--- src/rtl/decimal_precision_square_root_defines.svh ---
// Assertion macros for the decimal precision square root block.
// Included by modules that carry concurrent assertions; needs clk and rst_n in scope.
`ifndef DECIMAL_PRECISION_SQUARE_ROOT_DEFINES_SVH
`define DECIMAL_PRECISION_SQUARE_ROOT_DEFINES_SVH

// same-cycle implication
`define DPSR_ASSERT_NOW(lbl, ante, cons, msg) \
  lbl: assert property (@(posedge clk) disable iff (!rst_n) (ante) |-> (cons)) \
    else $error(msg);

// next-cycle implication
`define DPSR_ASSERT_NEXT(lbl, ante, cons, msg) \
  lbl: assert property (@(posedge clk) disable iff (!rst_n) (ante) |=> (cons)) \
    else $error(msg);

`endif

--- src/rtl/dpsr_pkg.sv ---
// Shared types and constants of the decimal precision square root block.
// Used by the controller, the datapath and the top level; depends on nothing.
package dpsr_pkg;

  localparam int unsigned FRAC_BITS  = 16;
  localparam int unsigned INT_BITS   = 16;
  localparam int unsigned MAX_PLACES = 6;

  localparam int unsigned RAD_W  = INT_BITS + FRAC_BITS;
  localparam int unsigned PL_W   = 3;
  localparam int unsigned ROOT_W = 28;
  localparam int unsigned SQ_W   = 2 * ROOT_W;
  localparam int unsigned T_W    = SQ_W + FRAC_BITS;
  localparam int unsigned IBITS  = (INT_BITS + 1) / 2;
  localparam int unsigned BIT_W  = 3;
  localparam int unsigned DIG_W  = 4;

  localparam logic [BIT_W-1:0] BIT_TOP = BIT_W'(IBITS - 1);
  localparam logic [DIG_W-1:0] DIG_MAX = 4'd8;

  typedef enum logic [2:0] {
    ST_IDLE,
    ST_SEARCH,
    ST_SCALE_A,
    ST_SCALE_B,
    ST_STEP,
    ST_DONE
  } state_t;

  typedef struct packed {
    logic             load;
    logic             search;
    logic             scale_a;
    logic             scale_b;
    logic             step;
    logic             out_load;
    logic [BIT_W-1:0] bit_idx;
  } cmd_t;

  typedef struct packed {
    logic            fit;
    logic [PL_W-1:0] places;
  } status_t;

endpackage

--- src/rtl/decimal_precision_square_root.sv ---
// Each accepted beat goes through one acceptance step, 8 integer search steps, two scaling
// steps and the 1 to 9 digit steps of each decimal place, then a done step that loads the
// result register; the done step waits while an earlier result is held by output back-pressure.
// The square updates of the search and digit steps share a single adder and compare. Squares are
// kept incrementally, so no multiplier is used. No new beat is taken until the result is loaded;
// the next beat is taken while a result waits.
// Top level: joins dpsr_ctrl and dpsr_datapath; depends on dpsr_pkg.
module decimal_precision_square_root (
  input  logic        clk,
  input  logic        rst_n,
  input  logic        in_tvalid,
  output logic        in_tready,
  input  logic [39:0] in_tdata,   // radicand[31:0], decimal_places[34:32], zero fill
  output logic        out_tvalid,
  input  logic        out_tready,
  output logic [31:0] out_tdata   // root_scaled[27:0], is_exact[28], zero fill
);
  import dpsr_pkg::*;

  cmd_t              cmd;
  status_t           status;
  logic [ROOT_W-1:0] root_scaled;
  logic              is_exact;

  dpsr_ctrl u_ctrl (
    .clk        (clk),
    .rst_n      (rst_n),
    .in_tvalid  (in_tvalid),
    .in_tready  (in_tready),
    .out_tvalid (out_tvalid),
    .out_tready (out_tready),
    .cmd        (cmd),
    .status     (status)
  );

  dpsr_datapath u_datapath (
    .clk            (clk),
    .radicand       (in_tdata[RAD_W-1:0]),
    .decimal_places (in_tdata[RAD_W+PL_W-1:RAD_W]),
    .cmd            (cmd),
    .status         (status),
    .root_scaled    (root_scaled),
    .is_exact       (is_exact)
  );

  assign out_tdata = {3'b000, is_exact, root_scaled};

endmodule

--- src/rtl/dpsr_datapath.sv ---
// Datapath: root, square and scaled radicand registers, one shared square/compare adder.
// Driven by dpsr_ctrl through dpsr_pkg::cmd_t; reports dpsr_pkg::status_t.
module dpsr_datapath (
  input  logic                        clk,
  input  logic [dpsr_pkg::RAD_W-1:0]  radicand,
  input  logic [dpsr_pkg::PL_W-1:0]   decimal_places,
  input  dpsr_pkg::cmd_t              cmd,
  output dpsr_pkg::status_t           status,
  output logic [dpsr_pkg::ROOT_W-1:0] root_scaled,
  output logic                        is_exact
);
  import dpsr_pkg::*;

  logic [ROOT_W-1:0] q_r, q_nxt;
  logic [SQ_W-1:0]   s_r, s_nxt;
  logic [T_W-1:0]    t_r, t_nxt;
  logic [PL_W-1:0]   places_r, places_nxt;
  logic [ROOT_W-1:0] root_r;
  logic              exact_r;

  logic [ROOT_W-1:0] cand_q;
  logic [SQ_W-1:0]   addend;
  logic [SQ_W-1:0]   cand_s;
  logic              fit;
  logic              exact;

  always_comb begin
    if (cmd.search) begin
      cand_q = q_r | (ROOT_W'(1) << cmd.bit_idx);
      addend = (SQ_W'(q_r) << ({1'b0, cmd.bit_idx} + 4'd1))
             + (SQ_W'(1) << {cmd.bit_idx, 1'b0});
    end else begin
      cand_q = q_r + ROOT_W'(1);
      addend = (SQ_W'(q_r) << 1) + SQ_W'(1);
    end
    cand_s = s_r + addend;
    fit    = {cand_s, {FRAC_BITS{1'b0}}} <= t_r;
    exact  = {s_r, {FRAC_BITS{1'b0}}} == t_r;
  end

  always_comb begin
    q_nxt      = q_r;
    s_nxt      = s_r;
    t_nxt      = t_r;
    places_nxt = places_r;
    if (cmd.load) begin
      q_nxt      = '0;
      s_nxt      = '0;
      t_nxt      = T_W'(radicand);
      places_nxt = (decimal_places > PL_W'(MAX_PLACES)) ? PL_W'(MAX_PLACES) : decimal_places;
    end else if ((cmd.search || cmd.step) && fit) begin
      q_nxt = cand_q;
      s_nxt = cand_s;
    end else if (cmd.scale_a || cmd.scale_b) begin
      s_nxt = (s_r << 3) + (s_r << 1);
      t_nxt = (t_r << 3) + (t_r << 1);
      if (cmd.scale_a) begin
        q_nxt = (q_r << 3) + (q_r << 1);
      end
    end
  end

  always_ff @(posedge clk) begin
    q_r      <= q_nxt;
    s_r      <= s_nxt;
    t_r      <= t_nxt;
    places_r <= places_nxt;
    if (cmd.out_load) begin
      root_r  <= q_r;
      exact_r <= exact;
    end
  end

  assign status.fit    = fit;
  assign status.places = places_r;
  assign root_scaled   = root_r;
  assign is_exact      = exact_r;

endmodule

--- src/rtl/dpsr_ctrl.sv ---
// Controller: sequences integer search, decimal scaling and digit steps, owns handshakes.
// Uses dpsr_pkg types and the assertion macros of the defines header.
`include "decimal_precision_square_root_defines.svh"

module dpsr_ctrl (
  input  logic              clk,
  input  logic              rst_n,
  input  logic              in_tvalid,
  output logic              in_tready,
  output logic              out_tvalid,
  input  logic              out_tready,
  output dpsr_pkg::cmd_t    cmd,
  input  dpsr_pkg::status_t status
);
  import dpsr_pkg::*;

  state_t            state_r, state_nxt;
  logic [BIT_W-1:0]  bit_r, bit_nxt;
  logic [PL_W-1:0]   place_r, place_nxt;
  logic [DIG_W-1:0]  dig_r, dig_nxt;
  logic              out_valid_r, out_valid_nxt;

  always_ff @(posedge clk) begin
    if (!rst_n) begin
      state_r     <= ST_IDLE;
      bit_r       <= '0;
      place_r     <= '0;
      dig_r       <= '0;
      out_valid_r <= 1'b0;
    end else begin
      state_r     <= state_nxt;
      bit_r       <= bit_nxt;
      place_r     <= place_nxt;
      dig_r       <= dig_nxt;
      out_valid_r <= out_valid_nxt;
    end
  end

  always_comb begin
    state_nxt     = state_r;
    bit_nxt       = bit_r;
    place_nxt     = place_r;
    dig_nxt       = dig_r;
    out_valid_nxt = out_valid_r && !out_tready;
    in_tready     = 1'b0;
    cmd           = '0;
    cmd.bit_idx   = bit_r;
    unique case (state_r)
      ST_IDLE: begin
        in_tready = 1'b1;
        if (in_tvalid) begin
          cmd.load  = 1'b1;
          bit_nxt   = BIT_TOP;
          state_nxt = ST_SEARCH;
        end
      end
      ST_SEARCH: begin
        cmd.search = 1'b1;
        if (bit_r == '0) begin
          if (status.places == '0) begin
            state_nxt = ST_DONE;
          end else begin
            place_nxt = PL_W'(1);
            state_nxt = ST_SCALE_A;
          end
        end else begin
          bit_nxt = bit_r - BIT_W'(1);
        end
      end
      ST_SCALE_A: begin
        cmd.scale_a = 1'b1;
        state_nxt   = ST_SCALE_B;
      end
      ST_SCALE_B: begin
        cmd.scale_b = 1'b1;
        dig_nxt     = '0;
        state_nxt   = ST_STEP;
      end
      ST_STEP: begin
        cmd.step = 1'b1;
        if (!status.fit || dig_r == DIG_MAX) begin
          if (place_r == status.places) begin
            state_nxt = ST_DONE;
          end else begin
            place_nxt = place_r + PL_W'(1);
            state_nxt = ST_SCALE_A;
          end
        end else begin
          dig_nxt = dig_r + DIG_W'(1);
        end
      end
      ST_DONE: begin
        if (!out_valid_r || out_tready) begin
          cmd.out_load  = 1'b1;
          out_valid_nxt = 1'b1;
          state_nxt     = ST_IDLE;
        end
      end
      default: begin
        state_nxt = ST_IDLE;
      end
    endcase
  end

  assign out_tvalid = out_valid_r;

  `DPSR_ASSERT_NOW(a_dig_bound, state_r == ST_STEP, dig_r <= DIG_MAX, "digit step count overran")
  `DPSR_ASSERT_NOW(a_place_bound, state_r == ST_STEP || state_r == ST_SCALE_A, place_r != '0 && place_r <= status.places, "place counter out of range")
  `DPSR_ASSERT_NOW(a_out_free, cmd.out_load, !out_valid_r || out_tready, "result loaded over a pending beat")
  `DPSR_ASSERT_NEXT(a_start, state_r == ST_IDLE && in_tvalid, state_r == ST_SEARCH && bit_r == BIT_TOP, "search did not start after accept")

endmodule
--- config.mk ---
export PLATFORM = sky130hd
export DESIGN_NAME = decimal_precision_square_root
export DESIGN_NICKNAME = d
export VERILOG_FILES = /design/src/rtl/dpsr_pkg.sv /design/src/rtl/decimal_precision_square_root.sv /design/src/rtl/dpsr_datapath.sv /design/src/rtl/dpsr_ctrl.sv
export VERILOG_INCLUDE_DIRS = /design/src /design/src/rtl
export SDC_FILE = /design/constraint.sdc
export NUM_CORES = 1
export LEC_CHECK = 0
export CAP_MARGIN = 20
export CORE_MARGIN = 2
export CORE_UTILIZATION = 60
export CTS_BUF_LIST = sky130_fd_sc_hd__clkbuf_8
export DETAILED_ROUTE_END_ITERATION = 12
export DONT_BUFFER_PORTS = 1
export GPL_TIMING_DRIVEN = 0
export PLACE_DENSITY = 0.81
export SYNTH_ARGS = -nofsm -noshare
export SYNTH_HDL_FRONTEND = slang
export SYNTH_SLANG_ARGS = --single-unit
--- constraint.sdc ---
create_clock -name clk -period 19.9 [get_ports clk]
set_clock_uncertainty 0.15 [all_clocks]
set_input_delay 1.99 -clock clk [delete_from_list [all_inputs] [get_ports clk]]
set_output_delay 1.99 -clock clk [all_outputs]
set_load 0.01 [all_outputs]
; After elaboration in Yosys (flattened, before gate mapping)
; Cells that the tools add are included.
[word_totals]
inputBits = 44
register_bits = 202
wordCells = 110
out_inout_bits = 34
[classes]
bitwise_logic = 2
n_shift = 3
n_reduce_logical = 25
n_addsub = 11
eq_ne = 17
n_lt_le_gt_ge = 2
muxes = 38
[ops]
columns = cell, n
row1 = adder 56 bit, 3
row2 = 2-to-1 mux 56 bit, 3
row3 = 2-to-1 mux 28 bit, 4
row4 = 2-to-1 mux 32 bit, 3
row5 = adder 72 bit, 1
row6 = equality test 72 bit, 1
row7 = <= comparator 72 bit, 1
row8 = left shift 1 x 4 -> 56 bit (first input constant), 1
row9 = left shift 28 x 4 -> 56 bit, 1
row10 = 2-to-1 mux 3 bit, 12
row11 = adder 29 x 1 -> 30 bit (second input constant), 1
row12 = adder 28 x 1 -> 28 bit (second input constant), 1
row13 = adder 28 bit, 1
row14 = bitwise OR 28 bit, 1
row15 = left shift 1 x 3 -> 28 bit (first input constant), 1
row16 = one-hot mux 3 bit (6 select lines), 1
row17 = != test 2 bit (second input constant), 6
row18 = one-hot mux 3 bit (2 select lines), 2
row19 = nonzero test 2 bit, 6
row20 = 2-to-1 mux 1 bit, 11
row21 = zero test 3 bit, 3
row22 = one-hot mux 4 bit (2 select lines), 1
row23 = AND reduction 2 bit, 4
row24 = equality test 3 x 2 -> 1 bit (second input constant), 2
row25 = other kinds (18), 27

; Longest topological paths before layout
[logic_depth]
depth_word = 10
mapped_depth = 51
ltp_nobuf = 43

; By module
; A second synthesis with hierarchy kept.
[unflattened]
cells_unflattened = 3248
hier_area_um2 = 24486.0
[modules_own_cells]
columns = module, n_inst, area_per_inst_um2, cells_each
row1 = dpsr_datapath, 1, 23543.8, 3130
row2 = dpsr_ctrl, 1, 908.4, 113
row3 = decimal_precision_square_root, 1, 33.8, 5

; Least setup slack after synthesis
; OpenSTA, ideal clock, no wires.
[synth_path]
path_type = reg-to-reg
startpoint = reg u_ctrl.bit_r[0]
endpoint = reg u_datapath.s_r[17]
required_time_ns = 19.634
synth_period_minus_slack_ns = 9.600
setup_slack_ns = 10.300
n_path_buf = 9
setup_ns = 0.116
path_stages_with_launch = 47
arrival_ns = 9.334
cell_sequence = dfxtp_1 buf_6 buf_12 buf_6 inv_1 ha_1 buf_4 buf_2 mux2i_1 nor2_1 a31oi_1 nor3_1 ha_1 a41o_1 a41o_1 a31o_2 a21o_1 a221o_1 [... 11 more ...] o31ai_1 o221ai_2 nand2_1 nor2_1 xor2_1 ha_1 nand4_1 nor3_1 nand2_1 or4_1 o32ai_1 or3_1 clkbuf_1 clkbuf_1 clkbuf_1 o21ai_0 a21oi_1 nor2_1
[synth_via]
elab_chain_cells = 8
elab_cells_between_ends = 10
[synth_rtl]
columns = item, line
row1 = from (decl), dpsr_ctrl.sv:18  ; logic [BIT_W-1:0] bit_r, bit_nxt;
row2 = from (signal assigned), dpsr_ctrl.sv:32  ; bit_r <= bit_nxt;
row3 = adder 3 x 1 -> 4 bit, dpsr_datapath.sv:30  ; addend = (SQ_W'(q_r) << ({1'b0, cmd.bit_idx} + 4'd1))
row4 = left shift 28 x 4 -> 56 bit, dpsr_datapath.sv:30
row5 = adder 56 bit (*), dpsr_datapath.sv:31  ; + (SQ_W'(1) << {cmd.bit_idx, 1'b0});
row6 = 2-to-1 mux 56 bit (*), dpsr_datapath.sv:28  ; if (cmd.search) begin
row7 = adder 56 bit (*), dpsr_datapath.sv:36  ; cand_s = s_r + addend;
row8 = <= comparator 72 bit, dpsr_datapath.sv:37  ; fit = {cand_s, {FRAC_BITS{1'b0}}} <= t_r;
row9 = logical AND 1 bit, dpsr_datapath.sv:51  ; end else if ((cmd.search || cmd.step) && fit) begin
row10 = 2-to-1 mux 56 bit or nonzero test 2 bit (tied branches), -
row11 = to (signal assigned), dpsr_datapath.sv:65  ; s_r <= s_nxt;
row12 = to (decl), dpsr_datapath.sv:15  ; logic [SQ_W-1:0] s_r, s_nxt;
; Every way passes the cells marked *; elsewhere a longest branch is shown, timed or not.
; A chain may end at the register's enable or synchronous reset.

; Worst setup path in the final report
; Same ends and word-level chain as after synthesis.

==> results.md <==
- The run finished with clean final reports.
- The post-synthesis average cell area is 7.70 µm².
- Synthesis produced roughly 3200 cells.
- Input and output buffers added on the ports amount to 0.
- At the placement stage, the worst setup path has a slack of 6570 ps.
- The highest achievable clock rate is 0.0711 GHz.
- The antenna violation net count after detailed routing is 0.
- The number of nets in the layout is 3512.
- Sorting the synthesized cells by area gives the leading types as sky130_fd_sc_hd__ha_1 (14%), sky130_fd_sc_hd__dfxtp_1 (11%), sky130_fd_sc_hd__edfxtp_1 (7.9%).
- In this run switching power makes up a little over half of total power.
- The final max-slew violation count was 0.
- The congestion estimate from routability-driven global placement came to 1.05.
- The arrival time at the worst endpoint is 14410 ps.
- The required time of the critical path is approximately 20000 ps.
- The number of hold buffers added after CTS is 0.
- The maximum fanout count along the critical path is 10.
- The post-cts repair resize count is 0.
- After detailed routing, the number of remaining DRC violations is 0.
- The total power per unit cell area is 160 nW/µm².
- For this run, the total global-route usage over all layers was measured as 42.0%.
- After layout, the minimum clock period comes to 14050 ps.
- Along the worst hold path, the cell count comes to 0.
- In this run the number of H-tree levels came out at 2.
- The worst-margin pin slew is between 1000 and 1500 ps.
- The tightest min-delay check is of the flip-flop to flip-flop type.
- The worst setup path is launched from a flip-flop.
- The floorplan has 73 rows.
- From synthesis to final layout, the design area changed by 6.72%.
- The setup path with the least slack is of type flip-flop to flip-flop.
- The warning count from the yosys run is 0.
- The top cell type by area accounts for between 10% and 20% of the synthesized area.
- The maximum clock path buffer count is 3.
- The CTS buffer count is 42.
- The final wirelength is approximately 90 mm.
- The post-synthesis sequential element count is 202.
- Setup repair after global routing left no endpoint under its margin.
- Detailed placement finished with a half-perimeter wire length of 69.5 mm.
- The number of maximum-capacitance constraint violations is 0.
- The count of TritonRoute iterations in the first routing pass is 5.
- The maximum number of pins on one net before global-route repair is 33.
- The internal power is 1880 µW.
- The maximum VDD drop is about 0.00016 V.
- The area inside the core boundary is between 30000 and 40000 µm².
- In this run the power spent charging and discharging nets is 2270 µW.
- The most frequent cell after synthesis is sky130_fd_sc_hd__a21oi_1.
- After the first detailed-routing iteration, the DRC count stood at 2478.
- The total negative setup slack is 0 ps.
- The area of the mapped netlist is 24200 µm².
- The number of enable-type register cells in the synthesized netlist is between 60 and 70.
- Headroom to the max-slew limit came out at 20.9%.
- Setup violations remaining at the end of the flow were counted as 0.
- In the final layout, the share of cells above drive strength 1 is 4.79%.
- The wire length per cell after detailed routing is 23.9 µm.
- The number of antenna diodes is 0.
- The post-synthesis async set-or-reset flop share is 0%.
- The cell at the root of the clock tree is sky130_fd_sc_hd__clkbuf_8.
- The critical path's slowest cell is sky130_fd_sc_hd__clkbuf_1.
- For this run, the leading register cell type out of synthesis is sky130_fd_sc_hd__dfxtp_1.
- CTS saw 202 sinks.
- STA classifies the critical path endpoint as a flip-flop.
- The register share of total power is 19.6%.
- TritonCTS built the clock tree.
- From bottom edge to top edge, the die measures 205 µm.
- The starting density of the core is between 60% and 70%.
- The via count of the first global-routing pass is 24399.
- The number of distinct library cells after synthesis is 94.
- The initial antenna violation count is 0.
- Sequential cells were found to cover approximately a fifth of the synthesized design area.
- After synthesis, the most frequently instantiated cells are sky130_fd_sc_hd__a21oi_1 (312), sky130_fd_sc_hd__nand2_1 (292), sky130_fd_sc_hd__ha_1 (265).
- The cell accounting for the most synthesized area is sky130_fd_sc_hd__ha_1.
- The fraction of power consumed by the clock network is 12.1%.
- The total grt overflow is 0.
- Detailed routing inserted a total of around 26000 vias.
- The largest single stage delay on the critical path is 810 ps.
- Counting cells, the worst reg-to-reg path comes to 45.
- Buffers added to address setup during post-CTS repair amount to 0.
- The final critical path takes up between 70% and 80% of the cycle.
- The clock-pin slew on the worst setup and hold paths is 70 ps.
- In this run the count of I/O pins placed on the die edge is 78.
- The relative contribution of combinational cells to total power is 68.4%.
- The first global-routing pass estimated 137 mm of wire.
- After detailed routing, the number of vias per cell comes to about 6.8.
- In this run the static leakage power is 0.0115 µW.
- The die covers 42000 µm².
- The horizontal extent of the die is between 200 and 250 µm.
- The total count of hold-check failures in the final report is 0.
- The clock latency on the worst-skew pair is about 650 ps.
- Once routing completed, OpenROAD measured the worst setup slack at about 6000 ps.
==> flip-flops by register name (all words and copies together) (netlist names) <==
register and count:
u_datapath.s_r 56, u_datapath.places_r 3, u_datapath.root_scaled 28, u_datapath.q_r 28
u_ctrl.place_r 3, u_ctrl.dig_r 4, u_datapath.t_r 72, u_ctrl.bit_r 3
u_ctrl.out_tvalid 1, u_ctrl.state_r 3, u_datapath.is_exact 1
==> cell families (layout without fill, tap and decap cells) <==
group,count (synthesis),after routing,synth area share [%]
AO/OA/AOI/OAI,1075,1075,28.3
AND/OR/NAND/NOR,939,939,18.7
buffers and inverters,322,402,5.30
XOR/XNOR,273,273,9.86
adder cells (fa/ha/maj),269,269,14.0
flip-flops,202,202,19.3
multiplexers,69,69,4.48
other,1,4,0.0155
==> cell type report <==
cell class	instances	area, µm²
clock buffers	49	674
plain buffers	172	724
multi-input cells	2629	18300
repair buffers	2	31.3
flip-flops and latches	202	4680
well taps	525	657
inverters	150	563
clock inverters	29	246
fillers	3586	13900
==> cells in the final DEF (no fill, tap or decap), types with 27 or more instances in the layout <==
| cell | n |
|---|---|
| sky130_fd_sc_hd__nand2b_1 | 36 |
| sky130_fd_sc_hd__inv_1 | 161 |
| sky130_fd_sc_hd__a21o_1 | 151 |
| sky130_fd_sc_hd__a211oi_1 | 36 |
| sky130_fd_sc_hd__mux2i_1 | 27 |
| sky130_fd_sc_hd__and3_1 | 41 |
| sky130_fd_sc_hd__nand3_1 | 82 |
| sky130_fd_sc_hd__nand4_1 | 61 |
| sky130_fd_sc_hd__xnor2_1 | 127 |
| sky130_fd_sc_hd__nor2b_1 | 30 |
| sky130_fd_sc_hd__nand2_1 | 292 |
| sky130_fd_sc_hd__nor2_1 | 216 |
| sky130_fd_sc_hd__clkbuf_1 | 141 |
| sky130_fd_sc_hd__xor2_1 | 146 |
| sky130_fd_sc_hd__o21bai_1 | 42 |
| sky130_fd_sc_hd__clkbuf_8 | 49 |
| sky130_fd_sc_hd__a31oi_1 | 49 |
| sky130_fd_sc_hd__dfxtp_1 | 138 |
| sky130_fd_sc_hd__nor3_1 | 54 |
| sky130_fd_sc_hd__ha_1 | 265 |
| sky130_fd_sc_hd__edfxtp_1 | 64 |
| sky130_fd_sc_hd__a21oi_1 | 312 |
| sky130_fd_sc_hd__o21ai_0 | 227 |
| sky130_fd_sc_hd__o22ai_1 | 41 |
| sky130_fd_sc_hd__nor4_1 | 33 |
==> path summary, 6_finish.rpt <==
check | start | end | slack [ps]
min | u_datapath.q_r[26]$_SDFFE_PP0P_ | u_datapath.root_scaled[26]$_DFFE_PP_ | 300
min reg2reg | u_datapath.q_r[26]$_SDFFE_PP0P_ | u_datapath.root_scaled[26]$_DFFE_PP_ | 300
max | u_ctrl.bit_r[0]$_SDFFE_PN0P_ | u_datapath.s_r[17]$_SDFFE_PP0P_ | 5850
max reg2reg | u_ctrl.bit_r[0]$_SDFFE_PN0P_ | u_datapath.s_r[17]$_SDFFE_PP0P_ | 5850
==> metal layers <==
layer | up-vias | share of wire (%) | GRT usage, %
met5 | - | 0 | 0
met4 | 0 | 7.1 | 27.3
met3 | 374 | 9.2 | 7.46
met2 | 1425 | 44 | 66.5
met1 | 12001 | 40 | 52.8
li1 | 11780 | - | -
==> critical path, delay by kind of cell (launching register included) <==
| family | cells | cell delay [ps] |
|---|---|---|
| AO/OA/AOI/OAI | 19 | 5600 |
| XOR/XNOR | 2 | 290 |
| adder cells (fa/ha/maj) | 3 | 1040 |
| buffers and inverters | 9 | 3960 |
| flip-flops | 1 | 370 |
| AND/OR/NAND/NOR | 12 | 2480 |
==> power by group through the flow <==
stage          registers, µW  logic, µW  clock network, µW
2_1_floorplan            708       1990                  0
3_3_place_gp             806       2650                  0
3_5_place_dp             806       2720                  0
4_1_cts                  799       2740                503
5_1_grt                  815       3070                518
6_report                 812       2840                500
==> stage by stage <==
step / cells / instance area (µm²) / util (%) / power, µW / hold slack (ps)
6_report: 3758 / 25900 / 65.0 / 4150 / 304
5_1_grt: 3758 / 25900 / 65.0 / 4400 / 311
4_1_cts: 3757 / 25900 / 65.0 / 4040 / 302
3_5_place_dp: 3679 / 24900 / 62.6 / 3520 / 287
3_3_place_gp: 3678 / 24900 / 62.6 / 3460 / 285
2_1_floorplan: 3153 / 24300 / - / 2700 / 266
Note: power is estimated with default switching activity, not from simulation.
